File: config.mk
export PLATFORM = sky130hd
export DESIGN_NAME = button_click_hold_qualifier_flat
export DESIGN_NICKNAME = d
export VERILOG_FILES = /design/src/rtl/bchq_pkg.sv /design/src/rtl/bchq_if.sv /design/src/rtl/bchq_lane.sv /design/src/rtl/bchq_merge.sv /design/src/rtl/button_click_hold_qualifier.sv /design/src/flat_wrapper.sv
export SDC_FILE = /design/constraint.sdc
export NUM_CORES = 1
export LEC_CHECK = 0
export BUFFER_PORTS_ARGS = -buffer_cell sky130_fd_sc_hd__buf_2
export CORE_MARGIN = 2
export CORE_UTILIZATION = 30
export CTS_BUF_LIST = sky130_fd_sc_hd__clkbuf_8
export DETAILED_ROUTE_END_ITERATION = 10
export SLEW_MARGIN = 25
export SYNTH_ARGS = -nofsm -noshare
export SYNTH_HDL_FRONTEND = slang
export SYNTH_SLANG_ARGS = --single-unit
File: constraint.sdc
create_clock -name clk -period 5.56 [get_ports clk]
set_input_delay 1.112 -clock clk [delete_from_list [all_inputs] [get_ports clk]]
set_output_delay 1.112 -clock clk [all_outputs]
set_load 0.01 [all_outputs]
File: src/rtl/bchq_pkg.sv
// Shared types and constants of the button click and hold qualifier.
`default_nettype none

package bchq_pkg;

    localparam int BUTTONS   = 2;
    localparam int TIME_BITS = 32;

    localparam int OP_W    = 2;
    localparam int RAW_W   = 2;
    localparam int IDX_W   = 1;
    localparam int DELAY_W = 15;
    localparam int CFG_W   = 16;
    localparam int CFG_IDX_W = 2;

    localparam logic [CFG_W-1:0] DEBOUNCE_RESET  = 16'd50;
    localparam logic [CFG_W-1:0] CLICK_MAX_RESET = 16'd500;

    typedef enum logic [OP_W-1:0] {
        OP_TICK    = 2'd0,
        OP_HELD    = 2'd1,
        OP_CLICKED = 2'd2,
        OP_DOWN    = 2'd3
    } opcode_t;

    typedef enum logic [CFG_IDX_W-1:0] {
        REG_DEBOUNCE  = 2'd0,
        REG_CLICK_MAX = 2'd1
    } cfg_reg_t;

    typedef logic [TIME_BITS-1:0] time_t;

    typedef struct packed {
        logic              en;
        opcode_t           op;
        time_t             now;
        logic [DELAY_W-1:0] delay;
        logic [CFG_W-1:0]  debounce;
        logic [CFG_W-1:0]  click_max;
    } lane_cmd_t;

    typedef struct packed {
        logic level;
        logic answer;
    } lane_rsp_t;

endpackage

`default_nettype wire

File: src/rtl/bchq_if.sv
// Handshake channel interfaces for items, results and register writes.
`default_nettype none

interface bchq_req_if;
    import bchq_pkg::*;
    logic               valid;
    logic               ready;
    logic [OP_W-1:0]    opcode;
    logic [RAW_W-1:0]   raw_levels;
    logic [IDX_W-1:0]   button_index;
    logic [DELAY_W-1:0] hold_delay_ms;

    modport source (output valid, opcode, raw_levels, button_index, hold_delay_ms,
                    input ready);
    modport sink   (input valid, opcode, raw_levels, button_index, hold_delay_ms,
                    output ready);
endinterface

interface bchq_rsp_if;
    import bchq_pkg::*;
    logic             valid;
    logic             ready;
    logic             answer;
    logic [RAW_W-1:0] debounced_levels;

    modport source (output valid, answer, debounced_levels, input ready);
    modport sink   (input valid, answer, debounced_levels, output ready);
endinterface

interface bchq_cfg_if;
    import bchq_pkg::*;
    logic                 valid;
    logic                 ready;
    logic [CFG_IDX_W-1:0] index;
    logic [CFG_W-1:0]     data;

    modport source (output valid, index, data, input ready);
    modport sink   (input valid, index, data, output ready);
endinterface

`default_nettype wire

File: src/rtl/bchq_lane.sv
// Per-button debounce, click and hold state with its registered update.
`default_nettype none

module bchq_lane (
    input  wire logic                 clk,
    input  wire logic                 rst_n,
    input  wire bchq_pkg::lane_cmd_t  cmd,
    input  wire logic                 raw,
    input  wire logic                 sel,
    output bchq_pkg::lane_rsp_t       rsp
);
    import bchq_pkg::*;

    logic  level_reg, level_next;
    time_t change_time_reg, change_time_next;
    logic  click_reg, click_next;
    logic  lock_reg, lock_next;
    time_t dt;
    logic  answer;

    always_comb
    begin
        level_next       = level_reg;
        change_time_next = change_time_reg;
        click_next       = click_reg;
        lock_next        = lock_reg;
        answer           = 1'b0;
        dt               = cmd.now - change_time_reg;
        if (cmd.en)
        begin
            case (cmd.op)
                OP_TICK:
                begin
                    if ((raw != level_reg) && (dt > TIME_BITS'(cmd.debounce)))
                    begin
                        if (raw)
                        begin
                            lock_next = 1'b0;
                            if (dt < TIME_BITS'(cmd.click_max))
                            begin
                                click_next = 1'b1;
                            end
                        end
                        else
                        begin
                            click_next = 1'b0;
                        end
                        level_next       = raw;
                        change_time_next = cmd.now;
                    end
                end
                OP_HELD:
                begin
                    if (sel && (dt > TIME_BITS'(cmd.delay)) && !level_reg && !lock_reg)
                    begin
                        lock_next = 1'b1;
                        answer    = 1'b1;
                    end
                end
                OP_CLICKED:
                begin
                    if (sel && click_reg && !lock_reg)
                    begin
                        click_next = 1'b0;
                        answer     = 1'b1;
                    end
                end
                OP_DOWN:
                begin
                    answer = sel && !level_reg;
                end
                default:
                begin
                    answer = 1'b0;
                end
            endcase
        end
    end

    always_ff @(posedge clk or negedge rst_n)
    begin
        if (!rst_n)
        begin
            level_reg       <= 1'b1;
            change_time_reg <= '0;
            click_reg       <= 1'b0;
            lock_reg        <= 1'b0;
        end
        else
        begin
            level_reg       <= level_next;
            change_time_reg <= change_time_next;
            click_reg       <= click_next;
            lock_reg        <= lock_next;
        end
    end

    assign rsp.level  = level_next;
    assign rsp.answer = answer;

    a_press_clears_click: assert property (@(posedge clk) disable iff (!rst_n)
        ($fell(level_reg)) |-> !click_reg)
        else $error("click flag survived an accepted press");

    a_tick_no_answer: assert property (@(posedge clk) disable iff (!rst_n)
        (cmd.en && cmd.op == OP_TICK) |-> !answer)
        else $error("tick produced an answer");

    a_level_stamps_time: assert property (@(posedge clk) disable iff (!rst_n)
        (level_reg != $past(level_reg)) |-> (change_time_reg == $past(cmd.now)))
        else $error("accepted change without time stamp");

endmodule

`default_nettype wire

File: src/rtl/bchq_merge.sv
// Combine lane results and hold them in an output register with a skid stage.
`default_nettype none

module bchq_merge (
    input  wire logic                clk,
    input  wire logic                rst_n,
    input  wire logic                in_fire,
    input  wire bchq_pkg::lane_rsp_t lane_rsp [bchq_pkg::BUTTONS],
    output logic                     in_ready,
    bchq_rsp_if.source               rsp
);
    import bchq_pkg::*;

    logic             answer;
    logic [RAW_W-1:0] levels;
    logic             out_fire;

    logic             main_valid_reg;
    logic             main_answer_reg;
    logic [RAW_W-1:0] main_levels_reg;
    logic             skid_valid_reg;
    logic             skid_answer_reg;
    logic [RAW_W-1:0] skid_levels_reg;

    always_comb
    begin
        answer = 1'b0;
        levels = '0;
        for (int b = 0; b < BUTTONS; b++)
        begin
            answer    = answer | lane_rsp[b].answer;
            levels[b] = lane_rsp[b].level;
        end
    end

    assign out_fire = main_valid_reg && rsp.ready;
    assign in_ready = !skid_valid_reg;

    always_ff @(posedge clk or negedge rst_n)
    begin
        if (!rst_n)
        begin
            main_valid_reg <= 1'b0;
            skid_valid_reg <= 1'b0;
        end
        else if (skid_valid_reg)
        begin
            if (out_fire)
            begin
                skid_valid_reg <= 1'b0;
            end
        end
        else if (in_fire)
        begin
            if (main_valid_reg && !out_fire)
            begin
                skid_valid_reg <= 1'b1;
            end
            else
            begin
                main_valid_reg <= 1'b1;
            end
        end
        else if (out_fire)
        begin
            main_valid_reg <= 1'b0;
        end
    end

    always_ff @(posedge clk)
    begin
        if (skid_valid_reg)
        begin
            if (out_fire)
            begin
                main_answer_reg <= skid_answer_reg;
                main_levels_reg <= skid_levels_reg;
            end
        end
        else if (in_fire)
        begin
            if (main_valid_reg && !out_fire)
            begin
                skid_answer_reg <= answer;
                skid_levels_reg <= levels;
            end
            else
            begin
                main_answer_reg <= answer;
                main_levels_reg <= levels;
            end
        end
    end

    assign rsp.valid            = main_valid_reg;
    assign rsp.answer           = main_answer_reg;
    assign rsp.debounced_levels = main_levels_reg;

    a_skid_needs_main: assert property (@(posedge clk) disable iff (!rst_n)
        skid_valid_reg |-> main_valid_reg)
        else $error("skid stage holds data ahead of main stage");

    a_stall_fills_skid: assert property (@(posedge clk) disable iff (!rst_n)
        (in_fire && main_valid_reg && !rsp.ready) |=> skid_valid_reg)
        else $error("stalled transfer was dropped");

    a_skid_drains: assert property (@(posedge clk) disable iff (!rst_n)
        (skid_valid_reg && rsp.ready) |=> (!skid_valid_reg && main_valid_reg))
        else $error("skid stage did not move to main stage");

endmodule

`default_nettype wire

File: src/rtl/button_click_hold_qualifier.sv
// Top level: debounced button click and hold qualifier with one lane per button.
// Each result is registered in the output register, or in the skid stage on a stall.
// Throughput: one item per cycle while the skid stage is empty; lanes update per item.
// Output side holds up to two results (output register plus skid stage) before req stalls.
// Reset: rst_n clears counter and lane state, buttons read released, registers 50 and 500.
`default_nettype none

module button_click_hold_qualifier (
    input  wire logic  clk,
    input  wire logic  rst_n,
    bchq_req_if.sink   req,
    bchq_rsp_if.source rsp,
    bchq_cfg_if.sink   cfg
);
    import bchq_pkg::*;

    time_t            ms_now_reg;
    time_t            ms_inc_reg;
    logic [CFG_W-1:0] debounce_reg;
    logic [CFG_W-1:0] click_max_reg;
    logic             in_fire;
    logic             in_ready;
    logic             is_tick;
    lane_cmd_t        cmd;
    lane_rsp_t        lane_rsp [BUTTONS];

    assign in_fire   = req.valid && in_ready;
    assign req.ready = in_ready;
    assign cfg.ready = 1'b1;
    assign is_tick   = (opcode_t'(req.opcode) == OP_TICK);

    always_comb
    begin
        cmd.en        = in_fire;
        cmd.op        = opcode_t'(req.opcode);
        cmd.now       = is_tick ? ms_inc_reg : ms_now_reg;
        cmd.delay     = req.hold_delay_ms;
        cmd.debounce  = debounce_reg;
        cmd.click_max = click_max_reg;
    end

    always_ff @(posedge clk or negedge rst_n)
    begin
        if (!rst_n)
        begin
            ms_now_reg <= '0;
            ms_inc_reg <= TIME_BITS'(1);
        end
        else if (in_fire && is_tick)
        begin
            ms_now_reg <= ms_inc_reg;
            ms_inc_reg <= ms_inc_reg + TIME_BITS'(1);
        end
    end

    always_ff @(posedge clk or negedge rst_n)
    begin
        if (!rst_n)
        begin
            debounce_reg  <= DEBOUNCE_RESET;
            click_max_reg <= CLICK_MAX_RESET;
        end
        else if (cfg.valid)
        begin
            case (cfg_reg_t'(cfg.index))
                REG_DEBOUNCE:  debounce_reg  <= cfg.data;
                REG_CLICK_MAX: click_max_reg <= cfg.data;
                default:       ;
            endcase
        end
    end

    for (genvar b = 0; b < BUTTONS; b++)
    begin : g_lane
        bchq_lane u_lane (
            .clk   (clk),
            .rst_n (rst_n),
            .cmd   (cmd),
            .raw   (req.raw_levels[b]),
            .sel   (int'(req.button_index) == b),
            .rsp   (lane_rsp[b])
        );
    end

    bchq_merge u_merge (
        .clk      (clk),
        .rst_n    (rst_n),
        .in_fire  (in_fire),
        .lane_rsp (lane_rsp),
        .in_ready (in_ready),
        .rsp      (rsp)
    );

    a_inc_tracks_now: assert property (@(posedge clk) disable iff (!rst_n)
        ms_inc_reg == ms_now_reg + TIME_BITS'(1))
        else $error("counter pair out of step");

    a_tick_advances: assert property (@(posedge clk) disable iff (!rst_n)
        (in_fire && is_tick) |=> (ms_now_reg == $past(ms_inc_reg)))
        else $error("tick did not advance the counter");

    a_query_holds_time: assert property (@(posedge clk) disable iff (!rst_n)
        (in_fire && !is_tick) |=> $stable(ms_now_reg))
        else $error("query moved the counter");

endmodule

`default_nettype wire

File: src/flat_wrapper.sv
// flat-port wrapper written by rule: the top's interface ports become plain ports
module button_click_hold_qualifier_flat import bchq_pkg::*;
  (clk, rst_n, req_valid, req_opcode, req_raw_levels, req_button_index, req_hold_delay_ms, req_ready, rsp_valid, rsp_answer, rsp_debounced_levels, rsp_ready, cfg_valid, cfg_index, cfg_data, cfg_ready);
  bchq_req_if req_i ();
  bchq_rsp_if rsp_i ();
  bchq_cfg_if cfg_i ();
  input  wire logic clk;
  input  wire logic rst_n;
  input wire logic [$bits(req_i.valid)-1:0] req_valid;
  input wire logic [$bits(req_i.opcode)-1:0] req_opcode;
  input wire logic [$bits(req_i.raw_levels)-1:0] req_raw_levels;
  input wire logic [$bits(req_i.button_index)-1:0] req_button_index;
  input wire logic [$bits(req_i.hold_delay_ms)-1:0] req_hold_delay_ms;
  output wire logic [$bits(req_i.ready)-1:0] req_ready;
  output wire logic [$bits(rsp_i.valid)-1:0] rsp_valid;
  output wire logic [$bits(rsp_i.answer)-1:0] rsp_answer;
  output wire logic [$bits(rsp_i.debounced_levels)-1:0] rsp_debounced_levels;
  input wire logic [$bits(rsp_i.ready)-1:0] rsp_ready;
  input wire logic [$bits(cfg_i.valid)-1:0] cfg_valid;
  input wire logic [$bits(cfg_i.index)-1:0] cfg_index;
  input wire logic [$bits(cfg_i.data)-1:0] cfg_data;
  output wire logic [$bits(cfg_i.ready)-1:0] cfg_ready;
  assign req_i.valid = req_valid;
  assign req_i.opcode = req_opcode;
  assign req_i.raw_levels = req_raw_levels;
  assign req_i.button_index = req_button_index;
  assign req_i.hold_delay_ms = req_hold_delay_ms;
  assign req_ready = req_i.ready;
  assign rsp_valid = rsp_i.valid;
  assign rsp_answer = rsp_i.answer;
  assign rsp_debounced_levels = rsp_i.debounced_levels;
  assign rsp_i.ready = rsp_ready;
  assign cfg_i.valid = cfg_valid;
  assign cfg_i.index = cfg_index;
  assign cfg_i.data = cfg_data;
  assign cfg_ready = cfg_i.ready;
  button_click_hold_qualifier u_core (.clk(clk), .rst_n(rst_n), .req(req_i), .rsp(rsp_i), .cfg(cfg_i));
endmodule
==> results.md, run 1 <==
* Worst skew pair latency at ~0.5 ns
* Worst slew pin tran at ~0.87 ns
* Primary FF master, synth: dfrtp_1
* HPWL after DPL at 30370 um
* Total CTS buffers at 17
* Row cnt at 78
* Synth Instances at approximately 1500
* Post-synth EDFFs at 6
* WL per Instance at 16.13 um
* Hold Vio Cnt, Final at 0
* WS Path Type: input pin to flip-flop
* Max IR drop VDD at ~0.26 mV
* GR Overflow Total at 0
* Netlist cell types at 83
* Vias per Instance at about 5.0
* Worst-path clk slew at 0.11 ns
* Largest net degree at the start of global routing at 92
* Synth Register Bits at between 150 and 200
* Synthesized area per cell at 8.827 sq um
* Port buffer count at 47
* Unrepaired setup endpoints after global routing: yes
* Relative slew slack at 0.4209
* Power Density at 505.2 nW/um^2
* Critical Path AT at 5.73 ns
* CTS tree: done
* Seq/Total Area, Yosys at 0.3234
* Cell Area, Synth at 13600 sq um
* Post-layout min period at 5.346 ns
* Max Clk Rate at approximately 190 MHz
* Max reg flops at 64
* Synth top area share at 0.2870
* Die ar. at 47060 sq um
* Overall power at 8.185 mW
* Hold Crit Class: flip-flop to flip-flop
* Longest Clk Path Bufs at 2
* Sink Count at 174
* Ant. Diodes at 0
* WP data required at slightly below 6 ns
* LEAKAGE at roughly 8 nW
* IO Pins at approximately 50
* Setup TNS at 0 ns
* Area delta synth->final at 19.11%
* Largest area contributor in the netlist: dfrtp_1
* Final Net Count at between 1500 and 2000
* Worst reg2reg path depth at 20
* Hold WS at 0.4803 ns
* CP Capture Type: flip-flop
* Die H at 216.9 um
* RePlAce Congestion at 0.9294
* Syn Nets at between 1500 and 2000
* Worst hold stages at 2
* H-tree depth at 4
* Via count at approximately 12000
* Core outline area at 45090 sq um
* Initial antenna violation count at 0
* Clk root buf: clkbuf_8
* Setup crit start kind: input pin
* Final core utilization at 0.3594
* Max-slew violation count at 0
* Initial core utilization at 0.3017
* Die width at 216.9 um
* Fin crit share at 0.9615
* Total iterations of the first detailed-routing run at 5
* Initial drt markers at just over 800
* Detailed-route DRC error count at 0
* Yosys warning total at 0
* ANT nets after route at 0
* First-pass GRT wire length at 61610 um
* Asr flop ratio synth at 0.9655
* Setup Skew at 0.01568 ns
* Status: finished clean
* DRT Wirelength at roughly 38000 um
* Layout cells sized above 1 at 0.2139
* Vias in the first global route at about 12000
* Total GRT Usage at 0.1636
* Crit Path Max Fanout at 10
* Maxcap violations at 0
* Top cells by area, synth: dfrtp_1 29%, ha_1 14%, nand2_1 6.6%
* Final Setup Violations at 0
==> placed cells by master (no fill, tap or decap), types with 7 or more instances in the layout <==
cell type    n
or3_1        8
xor2_1      26
a31oi_1      9
nor4_1       7
o21ai_0     71
a211oi_1     7
nand3_1     27
buf_4      165
nand2b_1    12
nor3_1      14
mux2_2      50
o21ai_1     41
o21bai_1     9
and4_1      11
and2_1       9
dfrtp_1    156
clkbuf_8    18
nand2_1    239
xnor2_1     41
ha_1       155
nand4_1     37
dfstp_2     12
o211ai_1    17
inv_1      126
o21a_1      23
nor2b_1     16
and3_1      13
mux2_4      30
a21oi_1    104
nor2_1      57
buf_2       46
a21o_1      44
==> per-layer routing <==
metal	part of all wire	track usage	vias to the layer above
li1	-	-	5895
met1	0.48	0.2165	5540
met2	0.48	0.2782	199
met3	0.023	0.01817	42
met4	0.020	0.05365	0
met5	0	0	-
==> repair_timing <==
action	in CTS	in global routing
setup buffers	0	5
hold buffers	0	0
gates resized for setup	0	17
endpoints found under the setup margin	0	68
==> metrics by stage <==
step	instances	setup slack (ns)	cell area [sq um]
2_1_floorplan	1541	0.00001021	13620
3_3_place_gp	2301	-0.3315	15630
3_5_place_dp	2301	-0.3907	15630
4_1_cts	2333	0.1535	16050
5_1_grt	2339	-0.003385	16200
6_report	2339	0.2138	16200
==> power by group <==
group          internal [mW]  total, mW  leakage, nW  switching (mW)
sequential              1.52       1.64         2.24           0.120
clock                  0.391      0.949        0.208           0.558
combinational           2.66       5.59         5.54            2.93
==> final timing paths <==
path	start	endpoint	slack, ns
worst max-delay path	req_opcode[1]	u_core.g_lane[0].u_lane.change_time_reg[23]$_DFFE_PN0P_	0.21
worst min-delay path	u_core.ms_now_reg[24]$_DFFE_PN0P_	u_core.ms_now_reg[24]$_DFFE_PN0P_	0.48
worst max register to register	u_core.ms_inc_reg[0]$_DFFE_PN1P_	u_core.g_lane[0].u_lane.change_time_reg[23]$_DFFE_PN0P_	0.86
worst min register to register	u_core.ms_now_reg[24]$_DFFE_PN0P_	u_core.ms_now_reg[24]$_DFFE_PN0P_	0.48
max in group asynchronous	rst_n	u_core.g_lane[1].u_lane.change_time_reg[14]$_DFFE_PN0P_	3.85
min in group asynchronous	rst_n	u_core.g_lane[0].u_lane.change_time_reg[27]$_DFFE_PN0P_	0.67
==> cell type report <==
type	count	area, sq um
inverters	127	476.7
multi-input cells	1187	8553
clock inverters	14	167.7
well taps	600	750.7
repair buffers	219	1608
clock buffers	18	247.7
fillers	4645	28890
flip-flops and latches	174	4399
==> cells in the mapped netlist (9+ instances only) <==
| master | instances |
|---|---|
| mux2_2 | 50 |
| o21a_1 | 23 |
| and2_1 | 9 |
| nand2_1 | 239 |
| dfstp_2 | 12 |
| nor2b_1 | 16 |
| clkbuf_1 | 37 |
| o211ai_1 | 17 |
| and3_1 | 14 |
| and4_1 | 11 |
| a31oi_1 | 10 |
| o21ai_0 | 73 |
| dfrtp_1 | 156 |
| nand2b_1 | 12 |
| o21ai_1 | 41 |
| a211oi_1 | 9 |
| o21bai_1 | 9 |
| a21oi_1 | 106 |
| a21o_1 | 44 |
| nand3_1 | 28 |
| xor2_1 | 26 |
| inv_1 | 126 |
| nor2_1 | 58 |
| nor3_1 | 15 |
| xnor2_1 | 42 |
| ha_1 | 155 |
| mux2_4 | 30 |
| nand4_1 | 37 |
==> cells by family (layout without fill, tap and decap cells) <==
logic type | count (synthesis) | after routing | share of synthesized area
adder cells (fa/ha/maj) | 157 | 157 | 0.1455
AND/OR/NAND/NOR | 485 | 485 | 0.1726
other | 1 | 1 | 0.0002757
flip-flops | 174 | 174 | 0.3234
AO/OA/AOI/OAI | 388 | 388 | 0.1790
XOR/XNOR | 68 | 68 | 0.04378
multiplexers | 88 | 88 | 0.08057
buffers and inverters | 180 | 378 | 0.05491
==> worst max-delay path, stage by stage <==
cell      delay, ns
buf_2          0.12
nor2_4         0.22
mux2_2         0.38
inv_1          0.10
ha_1           0.17
inv_1          0.06
fa_1           0.40
a21o_1         0.22
a221o_1        0.37
a21oi_2        0.20
nor3_1         0.09
nor2_1         0.11
xnor2_1        0.11
ha_1           0.35
nand3_2        0.13
a211oi_2       0.31
o221ai_2       0.18
and4b_4        0.24
nor3_4         0.20
buf_12         0.15
buf_6          0.17
mux2_4         0.31
No activity file was read; power rests on OpenSTA's default activity.
==> run 2, diff against run 1 <==
BUFFER_PORTS_ARGS = default   (was -buffer_cell sky130_fd_sc_hd__buf_2)
DONT_BUFFER_PORTS = 1   (was default)
==> results.md, run 2 (synthesis results as in run 1) <==
* Status: finished clean
* Longest Clk Path Bufs at 2 (unchanged)
* Row cnt at 78 (unchanged)
* Reg power frac at 0.212 (+0.011)
* Overall power at 7.825 mW (-4.4%)
* Post-layout min period at 5.269 ns (-0.07738 ns)
* Max IR drop VDD at 0.2442 mV (-7.2%)
* Initial drt markers at 582 (-29%)
* Max reg flops at 64 (unchanged)
* Part of the power in combinational logic at 0.673 (-0.010)
* Reg2reg end: u_core.u_merge.rsp.debounced_levels[1]$_DFFE_PP_
* Final Setup Violations at 0 (unchanged)
* CTS tree: done
* WS Path Type: input pin to flip-flop
* Max stage delay on crit path at 0.37 ns (-0.03 ns)
* H-tree depth at 4 (unchanged)
* HPWL after DPL at 29600 um (-2.5%)
* Port buffer count at 0 (-100%)
* CP max-delay cell: ha_1
* Commonest cells after routing, fill and taps aside: 239 x nand2_1, 156 x dfrtp_1, 155 x ha_1
* Non-Filler Cell Area, Final at 15500 sq um (-4.3%)
* First-pass GRT wire length at 60110 um (-2.4%)
* Worst-path clk slew at 0.10 ns (about the same)
* CTS Hold Buffers Added at 0 (unchanged)
* Layout cells sized above 1 at 0.1630 (-0.05089)
* Total CTS buffers at 17 (unchanged)
* GR Overflow Total at 0 (unchanged)
* Hold Vio Cnt, Final at 0 (unchanged)
* Critical Path AT at 5.64 ns (-0.09 ns)
* Worst slew pin tran at 0.8334 ns (-0.03519 ns)
* Area of placed instances at 15120 sq um (-3.3%)
* Initial antenna violation count at 0 (unchanged)
* P_sw at 3.473 mW (-3.8%)
* Area delta synth->final at 13.96%
* ANT nets after route at 0 (unchanged)
* Reg2Reg Setup Slack at 0.78 ns (-0.08 ns)
* Switch share at 0.4439 (+0.002619)
* Post_cts resized at 0 (unchanged)
* RePlAce Congestion at 0.8988 (-3.3%)
* CP Capture Type: flip-flop
* IO Pins at 49 (unchanged)
* Internal at 4.352 mW (-4.8%)
* Commonest non-fill, non-tap cell in the layout: nand2_1
* Relative slew slack at 0.4427 (+0.02178)
* Maxcap violations at 0 (unchanged)
* Worst path cell trace: nor2_4 -> buf_12 -> buf_4 -> mux2_2 -> ha_1 -> o211ai_1 -> o21ai_1 -> nor2_1 -> o41ai_1 -> xor2_1 -> ha_1 -> and4_1 -> a21oi_1 -> nand2_1 -> a221oi_1 -> o21ai_0 -> nand2_1 -> nand4b_2 -> and2_1 -> o21ai_1 -> mux2_2
* WP data required at 5.93 ns (about the same)
* Ant. Diodes at 0 (unchanged)
* Final Net Count at 1837 (-4.6%)
* WL per Instance at 16.45 um (+2.0%)
* Vias per Instance at 5.044 (+1.0%)
* LEAKAGE at 7.551 nW (-5.5%)
* Via count at 11350 (-2.8%)
* Setup crit start kind: input pin
* Clk root buf: clkbuf_8
* Total iterations of the first detailed-routing run at 5 (unchanged)
* Setup Skew at 0.02005 ns (+0.004371 ns)
* Fin crit share at 0.9476 (-0.01392)
* Largest net degree at the start of global routing at 169 (+84%)
* Crit Path Max Fanout at 12 (+2)
* Die H at 216.9 um (unchanged)
* Initial core utilization at 0.3017 (unchanged)
* Hold Crit Class: input pin to asynchronous set/reset pin
* Unrepaired setup endpoints after global routing: no
* Total GRT Usage at 0.1602 (-0.003322)
* Detailed-route DRC error count at 0 (unchanged)
* Max-slew violation count at 0 (unchanged)
* Core outline area at 45090 sq um (unchanged)
* Placed instance count at 2218 (-3.6%)
* Crit Reg-Reg Startpoint: u_core.ms_inc_reg[0]$_DFFE_PN1P_
* Postcts setup bufs at 0 (unchanged)
* Clock share of power at 0.115 (about the same)
* Power Density at 504.8 nW/um^2 (about the same)
* Sink Count at 174 (unchanged)
* Die width at 216.9 um (unchanged)
* DRT Wirelength at 37020 um (-1.9%)
* Worst skew pair latency at 0.51 ns (about the same)
* Worst reg2reg path depth at 21 (+5.0%)
* Max Clk Rate at 189.8 MHz (+1.5%)
* Post-Layout Cell Count at 2250 (-3.8%)
* Fill count at 4644 (-0.022%)
* Vias in the first global route at 11530 (-3.4%)
* Die ar. at 47060 sq um (unchanged)
-- run 2: changes by cell type in the layout (fill, tap and decap cells not counted), sizes merged --
cell,delta
buf,-88
clkinv,-3
clkinvlp,+2
clkbuf,-1
inv,+1
-- run 2: per-stage QoR --
step	TNS [ns]	util	hold WS, ns	setup slack (ns)
after global routing	0	0.3438	0.2604	0.02872
after detailed placement	-8.361	0.3353	0.4587	-0.2614
after CTS	0	0.3438	0.2574	0.2671
after global placement	-3.605	0.3353	0.4537	-0.1708
final	0	0.3438	0.2976	0.2912
after floorplan	0	-	0.4419	0.00001021
-- run 2: cell type report --
| type | instances | area [sq um] | area share |
|---|---|---|---|
| clock inverters | 14 | 135.1 | 0.008717 |
| inverters | 127 | 476.7 | 0.03075 |
| multi-input cells | 1187 | 8479 | 0.5470 |
| repair buffers | 130 | 1013 | 0.06538 |
| clock buffers | 18 | 247.7 | 0.01598 |
| flip-flops and latches | 174 | 4399 | 0.2838 |
| well taps | 600 | 750.7 | 0.04843 |
-- run 2: worst max-delay path by stage --
stage,end,slack [ns],cells past startpoint,start
after floorplan,u_core.g_lane[0].u_lane.change_time_reg[10]$_DFFE_PN0P_,0.00001,23,req_opcode[0]
after global placement,u_core.u_merge.rsp.debounced_levels[1]$_DFFE_PP_,-0.17,21,req_opcode[0]
after detailed placement,u_core.u_merge.rsp.debounced_levels[1]$_DFFE_PP_,-0.26,21,req_opcode[0]
after CTS,u_core.u_merge.rsp.debounced_levels[1]$_DFFE_PP_,0.27,21,req_opcode[0]
after global routing,u_core.u_merge.rsp.debounced_levels[1]$_DFFE_PP_,0.03,21,req_opcode[0]
final,u_core.u_merge.rsp.debounced_levels[1]$_DFFE_PP_,0.29,21,req_opcode[0]
-- run 2: per-layer routing --
| metal | GRT usage | vias up | routed length (um) |
|---|---|---|---|
| li1 | - | 5713 | - |
| met1 | 0.2120 | 5396 | 17550 |
| met2 | 0.2671 | 196 | 17190 |
| met3 | 0.02432 | 44 | 1352 |
| met4 | 0.05388 | 0 | 936 |
| met5 | 0 | - | 0 |
-- run 2: power by group through the flow --
stage                     registers (mW)  logic [mW]  clock network [mW]
after global placement              1.68        5.10                   0
after global routing                1.69        5.87               0.978
after CTS                           1.66        5.25               0.936
final                               1.66        5.26               0.904
after floorplan                     1.64        3.35                   0
after detailed placement            1.68        5.22                   0
-- run 2: worst max-delay path, delay by kind of cell --
family / cells / cell delay, ns
compound gates: 7 / 1.60
simple gates: 7 / 1.03
fa+ha+maj: 2 / 0.68
mux: 2 / 0.56
xor+xnor: 1 / 0.35
buf+inv: 2 / 0.29
==> run 3, diff against run 2 <==
PLACE_DENSITY = 0.52   (was default)
SYNTH_HIERARCHICAL = 1   (was default)
clock period = 6 ns   (was 5.56 ns; I/O delays follow)
==> results.md, run 3 <==
* Status: finished clean
* Post-layout min period at 5.443 ns
* Count leader, synth: inv_1
* Die ar. at 52210 sq um (+11%)
* Worst slew pin tran at 0.9053 ns (+0.07185 ns)
* Place WS at 0.01083 ns (+0.2723 ns)
* Worst path cell trace: nor2_2 -> buf_12 -> mux2_2 -> ha_1 -> a21o_1 -> buf_4 -> nand2b_1 -> o21ai_1 -> nand2_1 -> xor2_1 -> ha_1 -> nor2b_1 -> o211ai_1 -> a31oi_1 -> o31ai_1 -> buf_4 -> nand2_1 -> nor4_4 -> a21oi_1 -> mux2_1 -> mux2_2
* Worst setup path start: req_opcode[1]
* Power Density at 518.9 nW/um^2 (+2.8%)
* Worst skew pair latency at 0.57 ns (+0.06 ns)
* Sink Count at 174 (unchanged)
* HPWL after DPL at 37660 um (+27%)
* Max IR drop VDD at 0.2358 mV (-3.4%)
* Hold WS at 0.3385 ns (+0.04090 ns)
* CTS tree: done
* Overall power at 9.099 mW (+16%)
* Final Setup Violations at 0 (unchanged)
* Total GRT Usage at 0.1821 (+0.02183)
* Initial antenna violation count at 1 (+1)
* Hold Vio Cnt, Final at 0 (unchanged)
* WL met1 at 22870 um (+30%)
* Worst-path clk slew at 0.12 ns (+0.02 ns)
* Unrepaired setup endpoints after global routing: no
* Met2 wire len at 21600 um (+26%)
* CP Capture Type: flip-flop
* Max-slew violation count at 0 (unchanged)
* Vias in the first global route at 13320 (+16%)
* Met3 wire len at 1421 um (+5.1%)
* Initial core utilization at 0.3026 (+0.0008760)
* Netlist cell types at 95 (+14%)
* WS Path Type: input pin to flip-flop
* Placed instance count at 2492 (+12%)
* Detailed-route DRC error count at 0 (unchanged)
* Uppermost layer routed: met4
* Top cells by area, synth: dfrtp_1 26%, ha_1 13%, mux2_2 7.4%
* Commonest non-fill, non-tap cell in the layout: inv_1
* Synth Register Bits at 174 (unchanged)
* First-pass GRT wire length at 74530 um (+24%)
* Area delta synth->final at 15.99%
* Max reg flops at 64 (unchanged)
* WL per Instance at 18.63 um (+13%)
* Final Net Count at 2039 (+11%)
* Row cnt at 82 (+5.1%)
* Core outline area at 49970 sq um (+11%)
* Buffer and inverter count on the worst path at 3 (+1)
* Cell Area, Synth at 15120 sq um (+11%)
* Crit Path Max Fanout at 11 (-1)
* Final WS setup at 0.5571 ns (+0.2659 ns)
* Die H at 228.5 um (+5.3%)
* Layout cells sized above 1 at 0.2144 (+0.05133)
* Relative slew slack at 0.3958 (-0.04687)
* IO Pins at 49 (unchanged)
* Most common library cells after synthesis: 183 x inv_1, 156 x dfrtp_1, 155 x ha_1
* Fin crit share at 0.9072
* Synthesized area per cell at 8.898 sq um (+0.80%)
* CP delay by family, top: compound AO/OA/AOI/OAI gates
* Largest area contributor in the netlist: dfrtp_1
* Asr flop ratio synth at 0.9655 (unchanged)
* Synth top area share at 0.2582 (-0.02876)
* Max stage delay on crit path at 0.40 ns (+0.03 ns)
* Setup crit start kind: input pin
* WP data required at 6.32 ns (+0.39 ns)
* CP max-delay cell: o21ai_1
* Setup TNS at 0 ns (unchanged)
* Fill count at 5189 (+12%)
* Initial drt markers at 972 (+67%)
* ANT nets after route at 0 (unchanged)
* Vias per Instance at 5.235 (+3.8%)
* Port buffer count at 0 (unchanged)
* Commonest cells after routing, fill and taps aside: 183 x inv_1, 181 x buf_4, 156 x dfrtp_1
* RePlAce Congestion at 0.9088 (+1.1%)
* Total CTS buffers at 17 (unchanged)
* Post-Layout Cell Count at 2525 (+12%)
* Yosys warning total at 6 (+6)
* Syn Nets at 1899 (+9.1%)
* LEAKAGE at 8.356 nW (+11%)
* Maxcap violations at 0 (unchanged)
* Critical Path AT at 5.77 ns (+0.13 ns)
* Postcts setup bufs at 0 (unchanged)
* Total iterations of the first detailed-routing run at 5 (unchanged)
* Max Clk Rate at 183.7 MHz
* Primary FF master, synth: dfrtp_1
* Die width at 228.5 um (+5.3%)
* Clk root buf: clkbuf_8
* Post_cts resized at 0 (unchanged)
* H-tree depth at 4 (unchanged)
* Post-synth EDFFs at 6 (unchanged)
* GR Overflow Total at 0 (unchanged)
* Largest net degree at the start of global routing at 169 (unchanged)
* Crit Reg-Reg Startpoint: u_core/ms_inc_reg[0]$_DFFE_PN1P_
* Setup Skew at 0.02411 ns (+0.004060 ns)
* Via count at 13220 (+16%)
* Longest Clk Path Bufs at 2 (unchanged)
* Seq/Total Area, Yosys at 0.2910 (-0.03241)
* CTS Hold Buffers Added at 0 (unchanged)
* Synth Instances at 1699 (+10%)
* Hold Crit Class: input pin to asynchronous set/reset pin
* DRT Wirelength at 47030 um (+27%)
## run 3: cell count changes in the layout (fill, tap and decap cells not counted), sizes merged, moves of 21 or more
cell   previous run  this run
buf             130       188
a21oi           106       127
nand2           240       124
inv             134       194
mux2             82       133
a311o             3        34
## run 3: worst paths after layout
kind / to / slack [ns] / cells after the start
max in group asynchronous: u_core/ms_inc_reg[27]$_DFFE_PN0P_ / 5.37 / 0
max: u_core/u_merge/rsp.debounced_levels[1]$_DFFE_PP_ / 0.56 / 21
min: u_core/u_merge/rsp.valid$_DFFE_PN0P_ / 0.34 / 0
min reg2reg: u_core/g_lane[1].u_lane/change_time_reg[10]$_DFFE_PN0P_ / 0.50 / 1
max reg2reg: u_core/u_merge/rsp.debounced_levels[1]$_DFFE_PP_ / 1.09 / 23
min in group clk: u_core/g_lane[1].u_lane/change_time_reg[10]$_DFFE_PN0P_ / 0.50 / 1
## run 3: routing by layer
metal  GRT usage  vias up
li1            -     6475
met5           0        -
met3     0.02607       53
met2      0.2958      252
met1      0.2460     6438
met4     0.06475        0
## run 3: per-stage QoR
stage,utilization,cell area [sq um]
after floorplan,-,15120
after global placement,0.3428,17130
after detailed placement,0.3428,17130
after CTS,0.3509,17530
after global routing,0.3510,17540
final,0.3510,17540
## run 3: power by group
| group | internal [mW] | total [mW] | leakage [nW] | switching, mW |
|---|---|---|---|---|
| sequential | 1.35 | 1.49 | 2.24 | 0.140 |
| combinational | 3.05 | 6.73 | 5.92 | 3.68 |
| clock | 0.350 | 0.884 | 0.202 | 0.534 |
## run 3: kinds of logic after synthesis
kind of cell | count (synthesis) | share of synthesized area
other cells | 1 | 0.0002480
buf+inv | 251 | 0.07002
fa+ha+maj | 157 | 0.1309
xor+xnor | 66 | 0.03824
simple gates | 435 | 0.1521
mux | 140 | 0.1111
flops | 174 | 0.2910
compound gates | 475 | 0.2063
## run 3: cell type report
cell class                      count  area [sq um]  area share
Clock buffer                       17         234.0     0.01334
Inverter                          184         690.7     0.03939
Timing Repair Buffer              188          1499     0.08548
Antenna cell                        1         2.502   0.0001427
Tap cell                          672         840.8     0.04795
Clock inverter                     15         168.9    0.009633
Sequential cell                   174          4399      0.2509
Multi-Input combinational cell   1274          9701      0.5532
